==> config.mk <==
export PLATFORM = sky130hd
export DESIGN_NAME = printf_conversion_spec_parser
export DESIGN_NICKNAME = d
export VERILOG_FILES = /design/src/rtl/pcsp_pkg.sv /design/src/rtl/printf_conversion_spec_parser.sv
export VERILOG_INCLUDE_DIRS = /design/src /design/src/rtl
export SDC_FILE = /design/constraint.sdc
export NUM_CORES = 1
export LEC_CHECK = 0
export BUFFER_PORTS_ARGS = -buffer_cell sky130_fd_sc_hd__clkbuf_2
export CAP_MARGIN = 20
export CORE_ASPECT_RATIO = 0.75
export CORE_MARGIN = 2
export CORE_UTILIZATION = 35
export DETAILED_ROUTE_END_ITERATION = 16
export GPL_TIMING_DRIVEN = 0
export PLACE_DENSITY_LB_ADDON = 0.1
export SLEW_MARGIN = 40
export SYNTH_ARGS = -nofsm -noshare
export SYNTH_HDL_FRONTEND = slang
export SYNTH_SLANG_ARGS = --single-unit
==> constraint.sdc <==
create_clock -name clk -period 4.3 [get_ports clk]
set_input_delay 0.86 -clock clk [delete_from_list [all_inputs] [get_ports clk]]
set_output_delay 0.86 -clock clk [all_outputs]
set_load 0.02 [all_outputs]
==> src/rtl/printf_conversion_spec_parser_defines.svh <==
// ----------------------------------------------------------------------------
// printf conversion spec parser: assertion macros
// Concurrent assertion wrappers used by the parser; they compile to nothing
// when SYNTHESIS is defined. They sample on clk and are disabled in reset.
// ----------------------------------------------------------------------------
`ifndef PRINTF_CONVERSION_SPEC_PARSER_DEFINES_SVH
`define PRINTF_CONVERSION_SPEC_PARSER_DEFINES_SVH

`ifndef SYNTHESIS
// Same-cycle implication.
`define PCSP_ASSERT_IMPL(label, pre, post, msg) \
	label: assert property (@(posedge clk) disable iff (!arst_n) (pre) |-> (post)) \
		else $error(msg);
// Next-cycle implication.
`define PCSP_ASSERT_NEXT(label, pre, post, msg) \
	label: assert property (@(posedge clk) disable iff (!arst_n) (pre) |=> (post)) \
		else $error(msg);
`else
`define PCSP_ASSERT_IMPL(label, pre, post, msg)
`define PCSP_ASSERT_NEXT(label, pre, post, msg)
`endif

`endif

==> src/rtl/pcsp_pkg.sv <==
// ----------------------------------------------------------------------------
// pcsp_pkg
// Types, character codes, type masks and helper functions for the printf
// conversion specifier parser.
// ----------------------------------------------------------------------------
package pcsp_pkg;

	// Sizes of the decimal accumulators and the digit counter.
	localparam int MAX_DIGITS = 20;
	localparam int VALUE_BITS = 32;
	localparam int DCNT_BITS  = $clog2(MAX_DIGITS + 1);

	// Parser phases.
	typedef enum logic [2:0] {
		PH_IDLE,
		PH_FLAGS,
		PH_WIDTH,
		PH_PREC,
		PH_DOT,
		PH_PDIG,
		PH_LEN,
		PH_TYPE
	} phase_t;

	// Conversion type codes as they appear on the result.
	typedef enum logic [3:0] {
		CT_PERCENT, CT_D, CT_I, CT_O, CT_U, CT_LX, CT_UX, CT_LE,
		CT_UE, CT_F, CT_LG, CT_UG, CT_C, CT_S, CT_P, CT_N
	} conv_t;

	// Length modifier codes.
	typedef enum logic [1:0] {
		LM_NONE,
		LM_SHORT,
		LM_LONG,
		LM_LDOUBLE
	} len_t;

	// Flag bit positions.
	localparam int FB_ALT   = 0;
	localparam int FB_ZERO  = 1;
	localparam int FB_LEFT  = 2;
	localparam int FB_PLUS  = 3;
	localparam int FB_SPACE = 4;

	// Characters of the grammar.
	localparam logic [7:0] CH_NUL     = 8'h00;
	localparam logic [7:0] CH_PERCENT = 8'h25;
	localparam logic [7:0] CH_HASH    = 8'h23;
	localparam logic [7:0] CH_ZERO    = 8'h30;
	localparam logic [7:0] CH_NINE    = 8'h39;
	localparam logic [7:0] CH_MINUS   = 8'h2D;
	localparam logic [7:0] CH_PLUS    = 8'h2B;
	localparam logic [7:0] CH_SPACE   = 8'h20;
	localparam logic [7:0] CH_STAR    = 8'h2A;
	localparam logic [7:0] CH_DOT     = 8'h2E;
	localparam logic [7:0] CH_LOW_H   = 8'h68;
	localparam logic [7:0] CH_LOW_L   = 8'h6C;
	localparam logic [7:0] CH_UP_L    = 8'h4C;

	// Types that accept each flag, length or precision, one bit per type code.
	localparam logic [15:0] MASK_ALT   = 16'h0FE0;
	localparam logic [15:0] MASK_ZPAD  = 16'h0FFE;
	localparam logic [15:0] MASK_HL    = 16'h807E;
	localparam logic [15:0] MASK_LDBL  = 16'h0F80;
	localparam logic [15:0] MASK_PREC  = 16'h2FFE;

	// Specifier marks collected while parsing.
	typedef struct packed {
		len_t lm;
		logic pa;
		logic pg;
		logic wa;
		logic wg;
	} marks_t;

	// One result item.
	typedef struct packed {
		logic                  status;
		conv_t                 conv_type;
		logic [4:0]            flag_bits;
		logic                  width_given;
		logic                  width_from_arg;
		logic [VALUE_BITS-1:0] width_value;
		logic                  prec_given;
		logic                  prec_from_arg;
		logic [VALUE_BITS-1:0] prec_value;
		len_t                  len_code;
		logic [7:0]            chars_used;
	} res_t;

	// Type letter lookup: bit 4 is set when the letter is a known type.
	function automatic logic [4:0] type_lookup(input logic [7:0] c);
		logic [4:0] r;
		unique case (c)
			8'h64:   r = {1'b1, CT_D};
			8'h69:   r = {1'b1, CT_I};
			8'h6F:   r = {1'b1, CT_O};
			8'h75:   r = {1'b1, CT_U};
			8'h78:   r = {1'b1, CT_LX};
			8'h58:   r = {1'b1, CT_UX};
			8'h65:   r = {1'b1, CT_LE};
			8'h45:   r = {1'b1, CT_UE};
			8'h66:   r = {1'b1, CT_F};
			8'h67:   r = {1'b1, CT_LG};
			8'h47:   r = {1'b1, CT_UG};
			8'h63:   r = {1'b1, CT_C};
			8'h73:   r = {1'b1, CT_S};
			8'h70:   r = {1'b1, CT_P};
			8'h6E:   r = {1'b1, CT_N};
			default: r = {1'b0, CT_PERCENT};
		endcase
		return r;
	endfunction

	// Decimal accumulate acc*10 + d, saturating at all ones.
	function automatic logic [VALUE_BITS-1:0] acc_step(input logic [VALUE_BITS-1:0] acc,
			input logic [3:0] d);
		logic [VALUE_BITS+3:0] ext;
		logic [VALUE_BITS+3:0] sum;
		ext = {4'b0, acc};
		sum = (ext << 3) + (ext << 1) + {{VALUE_BITS{1'b0}}, d};
		if (sum[VALUE_BITS+3:VALUE_BITS] != 4'b0)
			return {VALUE_BITS{1'b1}};
		return sum[VALUE_BITS-1:0];
	endfunction

	// Saturating character count increment.
	function automatic logic [7:0] char_inc(input logic [7:0] n);
		return (n == 8'hFF) ? n : n + 8'd1;
	endfunction

endpackage

==> src/rtl/printf_conversion_spec_parser.sv <==
// ----------------------------------------------------------------------------
// printf_conversion_spec_parser
// Parses one printf conversion specifier from a stream of characters.
// The input channel (in_valid, in_stall, ch) takes one character per item;
// a NUL ends the string. The output channel (out_valid, out_stall and the
// result fields) gives one item when a specifier completes or fails, and
// nothing for characters that only extend it.
// A character is registered on acceptance and decoded against the parser
// state from the input register; its result item is registered in the
// result register. One character is taken per cycle while the output
// moves; the decimal accumulate and the type decode both fit in that cycle.
// While out_stall holds a pending result, the decode stage waits and
// in_stall rises once a character is waiting in the input register.
// Reset empties both registers and returns the parser to waiting for '%'.
// ----------------------------------------------------------------------------
`include "printf_conversion_spec_parser_defines.svh"

module printf_conversion_spec_parser (
	input  logic                            clk,
	input  logic                            arst_n,
	input  logic                            in_valid,
	output logic                            in_stall,
	input  logic [7:0]                      ch,
	output logic                            out_valid,
	input  logic                            out_stall,
	output logic                            status,
	output logic [3:0]                      conv_type,
	output logic [4:0]                      flag_bits,
	output logic                            width_given,
	output logic                            width_from_arg,
	output logic [pcsp_pkg::VALUE_BITS-1:0] width_value,
	output logic                            prec_given,
	output logic                            prec_from_arg,
	output logic [pcsp_pkg::VALUE_BITS-1:0] prec_value,
	output logic [1:0]                      len_code,
	output logic [7:0]                      chars_used
);
	import pcsp_pkg::*;

	// Pipeline registers.
	logic       v_s1;
	logic [7:0] ch_s1;
	logic       v_s2;
	res_t       res_s2;

	// Parser state.
	phase_t                phase_q;
	logic [4:0]            flags_q;
	logic [VALUE_BITS-1:0] wacc_q;
	logic [VALUE_BITS-1:0] pacc_q;
	marks_t                marks_q;
	logic [DCNT_BITS-1:0]  dcnt_q;
	logic [7:0]            ccnt_q;

	// Next state and result of the decode stage.
	phase_t                phase_n;
	logic [4:0]            flags_n;
	logic [VALUE_BITS-1:0] wacc_n;
	logic [VALUE_BITS-1:0] pacc_n;
	marks_t                marks_n;
	logic [DCNT_BITS-1:0]  dcnt_n;
	logic [7:0]            ccnt_n;
	res_t                  res_w;
	logic                  has_res;

	logic       adv;
	logic       in_acc;
	logic       done;
	logic       emit_err;
	logic       emit_pct;
	logic       emit_spec;
	logic       spec_bad;
	logic [7:0] err_cnt;
	logic [7:0] cc;
	logic       dig;
	logic       at_max;
	logic [4:0] tl;
	logic [15:0] tb;

	// Handshake: the decode stage moves whenever the output register is free.
	assign adv      = !v_s2 || !out_stall;
	assign in_stall = v_s1 && !adv;
	assign in_acc   = in_valid && !in_stall;

	// Character decode against the parser state.
	always_comb begin
		phase_n   = phase_q;
		flags_n   = flags_q;
		wacc_n    = wacc_q;
		pacc_n    = pacc_q;
		marks_n   = marks_q;
		dcnt_n    = dcnt_q;
		ccnt_n    = ccnt_q;
		cc        = char_inc(ccnt_q);
		dig       = (ch_s1 >= CH_ZERO) && (ch_s1 <= CH_NINE);
		at_max    = (dcnt_q >= DCNT_BITS'(MAX_DIGITS));
		tl        = type_lookup(ch_s1);
		tb        = 16'b1 << tl[3:0];
		done      = 1'b0;
		emit_err  = 1'b0;
		emit_pct  = 1'b0;
		emit_spec = 1'b0;
		err_cnt   = cc;

		// Waiting for '%', or a terminator inside a specifier.
		if (phase_q == PH_IDLE) begin
			done = 1'b1;
			if (ch_s1 == CH_PERCENT) begin
				ccnt_n  = 8'd1;
				phase_n = PH_FLAGS;
			end else begin
				emit_err = 1'b1;
				err_cnt  = (ch_s1 != CH_NUL) ? 8'd1 : 8'd0;
			end
		end else if (ch_s1 == CH_NUL) begin
			done     = 1'b1;
			emit_err = 1'b1;
			err_cnt  = ccnt_q;
		end else begin
			ccnt_n = cc;
		end

		// Flags, and the percent literal right after the '%'.
		if (!done && phase_q == PH_FLAGS) begin
			done = 1'b1;
			if (cc == 8'd2 && ch_s1 == CH_PERCENT)
				emit_pct = 1'b1;
			else if (ch_s1 == CH_HASH)
				flags_n[FB_ALT] = 1'b1;
			else if (ch_s1 == CH_ZERO)
				flags_n[FB_ZERO] = 1'b1;
			else if (ch_s1 == CH_MINUS)
				flags_n[FB_LEFT] = 1'b1;
			else if (ch_s1 == CH_PLUS)
				flags_n[FB_PLUS] = 1'b1;
			else if (ch_s1 == CH_SPACE)
				flags_n[FB_SPACE] = 1'b1;
			else
				done = 1'b0;
		end

		// Field width: '*' or decimal digits.
		if (!done && (phase_q == PH_FLAGS || phase_q == PH_WIDTH)) begin
			done = 1'b1;
			if (dcnt_q == '0 && ch_s1 == CH_STAR) begin
				marks_n.wg = 1'b1;
				marks_n.wa = 1'b1;
				phase_n    = PH_PREC;
			end else if (at_max) begin
				emit_err = 1'b1;
			end else if (dig) begin
				marks_n.wg = 1'b1;
				wacc_n     = acc_step(wacc_q, ch_s1[3:0]);
				dcnt_n     = dcnt_q + 1'b1;
				phase_n    = PH_WIDTH;
			end else begin
				done = 1'b0;
			end
		end

		// Dot that opens the precision.
		if (!done && (phase_q == PH_FLAGS || phase_q == PH_WIDTH || phase_q == PH_PREC)) begin
			if (ch_s1 == CH_DOT) begin
				done    = 1'b1;
				dcnt_n  = '0;
				phase_n = PH_DOT;
			end
		end

		// First character after the dot: the precision is given from here on.
		if (!done && phase_q == PH_DOT) begin
			marks_n.pg = 1'b1;
			if (ch_s1 == CH_STAR) begin
				done       = 1'b1;
				marks_n.pa = 1'b1;
				phase_n    = PH_LEN;
			end
		end

		// Precision digits.
		if (!done && (phase_q == PH_DOT || phase_q == PH_PDIG)) begin
			done = 1'b1;
			if (at_max) begin
				emit_err = 1'b1;
			end else if (dig) begin
				pacc_n  = acc_step(pacc_q, ch_s1[3:0]);
				dcnt_n  = dcnt_q + 1'b1;
				phase_n = PH_PDIG;
			end else begin
				done = 1'b0;
			end
		end

		// Length modifier.
		if (!done && phase_q != PH_TYPE) begin
			done = 1'b1;
			if (ch_s1 == CH_LOW_H) begin
				marks_n.lm = LM_SHORT;
				phase_n    = PH_TYPE;
			end else if (ch_s1 == CH_LOW_L) begin
				marks_n.lm = LM_LONG;
				phase_n    = PH_TYPE;
			end else if (ch_s1 == CH_UP_L) begin
				marks_n.lm = LM_LDOUBLE;
				phase_n    = PH_TYPE;
			end else begin
				done = 1'b0;
			end
		end

		// Type letter ends the specifier.
		if (!done) begin
			if (tl[4])
				emit_spec = 1'b1;
			else
				emit_err = 1'b1;
		end

		// Check the flags, length and precision against the type.
		spec_bad = (flags_n[FB_ALT] && (tb & MASK_ALT) == '0)
			|| (flags_n[FB_ZERO] && (tb & MASK_ZPAD) == '0)
			|| ((marks_n.lm == LM_SHORT || marks_n.lm == LM_LONG) && (tb & MASK_HL) == '0)
			|| (marks_n.lm == LM_LDOUBLE && (tb & MASK_LDBL) == '0)
			|| (marks_n.pg && (tb & MASK_PREC) == '0);

		// Build the result item.
		res_w           = '0;
		res_w.conv_type = CT_PERCENT;
		res_w.len_code  = LM_NONE;
		if (emit_err || (emit_spec && spec_bad)) begin
			res_w.status     = 1'b1;
			res_w.chars_used = err_cnt;
		end else if (emit_pct) begin
			res_w.chars_used = cc;
		end else if (emit_spec) begin
			res_w.conv_type      = conv_t'(tl[3:0]);
			res_w.flag_bits      = flags_n;
			res_w.width_given    = marks_n.wg;
			res_w.width_from_arg = marks_n.wa;
			res_w.width_value    = wacc_n;
			res_w.prec_given     = marks_n.pg;
			res_w.prec_from_arg  = marks_n.pa;
			res_w.prec_value     = pacc_n;
			res_w.len_code       = marks_n.lm;
			res_w.chars_used     = cc;
		end
		has_res = emit_err || emit_pct || emit_spec;

		// Every result returns the parser to its idle state.
		if (has_res) begin
			phase_n = PH_IDLE;
			flags_n = '0;
			wacc_n  = '0;
			pacc_n  = '0;
			marks_n = '0;
			dcnt_n  = '0;
			ccnt_n  = '0;
		end
	end

	// Input register.
	always_ff @(posedge clk or negedge arst_n) begin
		if (!arst_n) begin
			v_s1 <= 1'b0;
		end else if (in_acc) begin
			v_s1 <= 1'b1;
		end else if (adv) begin
			v_s1 <= 1'b0;
		end
	end

	always_ff @(posedge clk) begin
		if (in_acc) begin
			ch_s1 <= ch;
		end
	end

	// Parser state update when a character is decoded.
	always_ff @(posedge clk or negedge arst_n) begin
		if (!arst_n) begin
			phase_q <= PH_IDLE;
			flags_q <= '0;
			wacc_q  <= '0;
			pacc_q  <= '0;
			marks_q <= '0;
			dcnt_q  <= '0;
			ccnt_q  <= '0;
		end else if (v_s1 && adv) begin
			phase_q <= phase_n;
			flags_q <= flags_n;
			wacc_q  <= wacc_n;
			pacc_q  <= pacc_n;
			marks_q <= marks_n;
			dcnt_q  <= dcnt_n;
			ccnt_q  <= ccnt_n;
		end
	end

	// Result register.
	always_ff @(posedge clk or negedge arst_n) begin
		if (!arst_n) begin
			v_s2 <= 1'b0;
		end else if (adv) begin
			v_s2 <= v_s1 && has_res;
		end
	end

	always_ff @(posedge clk) begin
		if (adv) begin
			res_s2 <= res_w;
		end
	end

	// Output ports.
	assign out_valid      = v_s2;
	assign status         = res_s2.status;
	assign conv_type      = res_s2.conv_type;
	assign flag_bits      = res_s2.flag_bits;
	assign width_given    = res_s2.width_given;
	assign width_from_arg = res_s2.width_from_arg;
	assign width_value    = res_s2.width_value;
	assign prec_given     = res_s2.prec_given;
	assign prec_from_arg  = res_s2.prec_from_arg;
	assign prec_value     = res_s2.prec_value;
	assign len_code       = res_s2.len_code;
	assign chars_used     = res_s2.chars_used;

	// Checks on the parser.
	`PCSP_ASSERT_IMPL(a_err_clean, v_s2 && res_s2.status,
		res_s2.conv_type == CT_PERCENT && res_s2.flag_bits == '0
		&& res_s2.width_value == '0 && res_s2.prec_value == '0
		&& res_s2.len_code == LM_NONE, "error item carries a non-zero field")
	`PCSP_ASSERT_NEXT(a_idle_after_res, v_s1 && adv && has_res,
		phase_q == PH_IDLE && ccnt_q == '0, "parser not idle after a result")
	`PCSP_ASSERT_IMPL(a_arg_implies_given, v_s2,
		(!res_s2.width_from_arg || res_s2.width_given)
		&& (!res_s2.prec_from_arg || res_s2.prec_given),
		"argument mark without given mark")
	`PCSP_ASSERT_IMPL(a_dcnt_range, 1'b1, dcnt_q <= DCNT_BITS'(MAX_DIGITS), "digit count beyond its limit")

endmodule

==> run_results.csv <==
group,metric,value,unit
timing,skew,0.01663,ns
synth,synth_area_leader_cell,"edfxtp_1",
clock_network,cts-root-buf,"clkbuf_16",
placed_design,place_area,14250,um^2
placed_design,routabilityCongestion,0.8765,
drt,finalWirelength,38310,um
synth,synth_fp_nets,1418,
worst_setup_path,reg2reg_slack,-0.27,ns
synth,synth_flop_cell,"edfxtp_1",
finish,syn_to_final_growth,26.22,%
synth,seq_area_frac_synth,0.4008,
finish,antenna_cells,0,
global_routing,overflow,0,
synth,synth_area,13000,um^2
global_routing,grt_use_total,0.2013,
finish,fin_nets,1606,
timing,fmax,219.0,MHz
timing,hold_viol,0,
power_and_ir_drop,power_density,242.0,nW/um^2
worst_setup_path,critPathMaxFanout,4,
worst_setup_path,arrival,4.85,ns
global_routing,grt_start_max_net_pins,58,
die,initial_core_util,0.3526,
worst_setup_path,cp-end-kind,"flip-flop",
synth,synth.most_common_cell,"ha_1",
die,die_area,38710,um^2
worst_hold_path,hold_class,"primary input to asynchronous set/reset pin",
drt,drt-initial-drc-count,912,
global_routing,antenna_found_initial,0,
drt,drc,0,
timing,worst_slack,-0.2668,ns
timing,hold_slack,0.3990,ns
placed_design,dp_hpwl,26830,um
clock_network,path_clk_slew,0.08,ns
synth,netlist.area_leader.share,0.2218,
die,die_h,170.9,um
timing,finalSetupViolCount,172,
status,status,"complete, but fails checks",
synth,yosys_register_bits,189,
power_and_ir_drop,vdd_drop_max,0.2782,mV
synth,synth-edff-count,96,
synth,synth_area_leaders,"edfxtp_1 (22%), dfrtp_1 (18%), ha_1 (13%)",
clock_network,worst_skew_pair.late_latency,0.46,ns
worst_setup_path,startpoint_type,"flip-flop",
worst_setup_path,worst-setup-path-type,"flip-flop to flip-flop",
synth,synthCells,1272,
die,row_count,61,
die,core_area,36860,um^2
worst_setup_path,required,4.58,ns
clock_network,cts_hold_buf,0,
job,max-cap-violations,0,
timing,rsz0062_at_grt,"true",
synth,ys_types,85,
global_routing,grt_first_pass_wirelength,60760,um
clock_network,cts_buffer_depth,2,
status,violations,"setup timing",
placed_design,pre_cts_ws,-1.527,ns
synth,ys_async_sr_fraction,0.4921,
timing,slew_headroom,0.4607,
clock_network,htree_levels,4,
drt,routedWlPerCell,19.38,um
drt,vias,11010,
timing,fin_crit,4.567,ns
drt,drtPass1Iterations,5,
finish,final_area,16410,um^2
power_and_ir_drop,cellLeakagePower,7.384,nW
timing,period_share,1.062,
drt,postRouteAntennaNets,0,
clock_network,cts_buffers,17,
drt,via_per_inst,5.568,
timing,worst_pin_slew,0.7886,ns
die,die_x,226.5,um
clock_network,cts.sinks,189,
placed_design,portBuffers,101,
synth,yosys_warnings,0,
finish,layout-drive-gt1-share,0.2627,
clock_network,cts_tree,"built",
die,io_pins,102,
timing,finalMaxSlewViolations,0,
synth,avgSynthCellArea,10.22,um^2
global_routing,grt_pass1_vias,10670,
synth,synthTopCellsByCount,"ha_1 (130), a21oi_1 (96), edfxtp_1 (96)",
[through the flow]
step,TNS (ns),power (mW),instances,util
CTS,-27.76,3.992,1971,0.4339
floorplan,0,2.225,1272,-
finish,-32.26,3.970,1977,0.4451
global placement,-204.15,2.370,1877,0.3835
detailed placement,-194.62,2.377,1880,0.3867
global route,-64.20,4.129,1977,0.4451
[worst paths after layout]
kind	from	to	depth (start not counted)
min reg2reg	marks_q[0]	marks_q[0]	2
min in group clk	marks_q[0]	marks_q[0]	2
min	arst_n	marks_q[2]	2
max in group asynchronous	arst_n	ccnt_q[7]	3
max	ch_s1[1]	len_code[1]	26
max reg2reg	ch_s1[1]	len_code[1]	26
[cell usage in the layout, fill, tap and decap left out, drive strengths merged, types with 5 or more instances in the layout]
| cell type | count |
|---|---|
| a211oi | 12 |
| nor4 | 7 |
| edfxtp | 96 |
| xnor2 | 37 |
| o31ai | 6 |
| nor3b | 7 |
| o21bai | 8 |
| xor2 | 19 |
| o22ai | 6 |
| o21a | 85 |
| ha | 130 |
| buf | 108 |
| nor2b | 15 |
| and3 | 9 |
| a21oi | 96 |
| dfrtp | 93 |
| or3 | 8 |
| nor4b | 6 |
| o221a | 63 |
| nor3 | 36 |
| a2111oi | 9 |
| nand2 | 82 |
| nand4 | 11 |
| clkinv | 6 |
| and2 | 11 |
| nand3 | 28 |
| clkbuf | 146 |
| a22oi | 6 |
| o21ai | 57 |
| nor2 | 84 |
| inv | 33 |
| a31oi | 16 |
| a41oi | 5 |
| a21o | 27 |
| nand2b | 16 |
| o211ai | 14 |
[metal layers]
metal | vias up | share of wire | wire length (um) | track usage
met2 | 262 | 0.42 | 16170 | 0.2958
met3 | 32 | 0.043 | 1655 | 0.03314
met5 | - | 0 | 0 | 0
li1 | 5322 | - | - | -
met4 | 0 | 0.015 | 582 | 0.05177
met1 | 5391 | 0.52 | 19900 | 0.3039
[worst max-delay path, stage by stage, from the launching register on]
cell,delay (ns)
edfxtp_1,0.47
buf_6,0.17
and2_2,0.20
a22oi_2,0.20
nor2_1,0.08
or3_4,0.40
a31oi_4,0.20
nand2_4,0.11
nor4_4,0.35
nor2_2,0.08
buf_4,0.14
buf_4,0.12
buf_4,0.12
buf_4,0.12
buf_4,0.12
buf_4,0.12
buf_4,0.12
buf_4,0.12
buf_4,0.12
buf_4,0.12
buf_4,0.12
buf_4,0.12
buf_4,0.12
buf_4,0.12
buf_4,0.12
buf_4,0.12
nor4_1,0.20
[cell type report]
cell class | instances | area (um^2)
fill | 3512 | 20460
clock buffer | 17 | 425.4
clock inverter | 15 | 128.9
sequential | 189 | 5213
inverter | 26 | 100.1
tap | 504 | 630.6
multi-input combinational | 989 | 8025
buffer | 62 | 516.7
timing repair buffer | 175 | 1368
[timing repair]
item	4_1_cts	5_1_grt
setup buffers	51	17
setup endpoints to repair	180	180
gates cloned	10	2
pin swaps	37	21
gates resized for setup	129	78
[logic make-up after synthesis]
| kind of cell | after synthesis | share of synthesized area |
|---|---|---|
| AND/OR/NAND/NOR | 340 | 0.1342 |
| XOR/XNOR | 56 | 0.03773 |
| adder cells (fa/ha/maj) | 134 | 0.1313 |
| flip-flops | 189 | 0.4008 |
| buffers and inverters | 94 | 0.03417 |
| AO/OA/AOI/OAI | 455 | 0.2585 |
| multiplexers | 4 | 0.003273 |
[sequential cells by signal, summed over array words and instances (netlist names), 6 cells and up]
register and cells:
marks_q 6, chars_used 8, prec_value 32, ch_s1 8
width_value 32, wacc_q 32, ccnt_q 8, pacc_q 32
[power breakdown]
| part | leakage, nW | switching (mW) | total (mW) | internal (mW) |
|---|---|---|---|---|
| Clock | 0.270 | 0.790 | 1.55 | 0.760 |
| Sequential | 2.30 | 0.0250 | 1.99 | 1.96 |
| Combinational | 4.81 | 0.283 | 0.431 | 0.148 |
No activity file was read; power rests on OpenSTA's default activity.
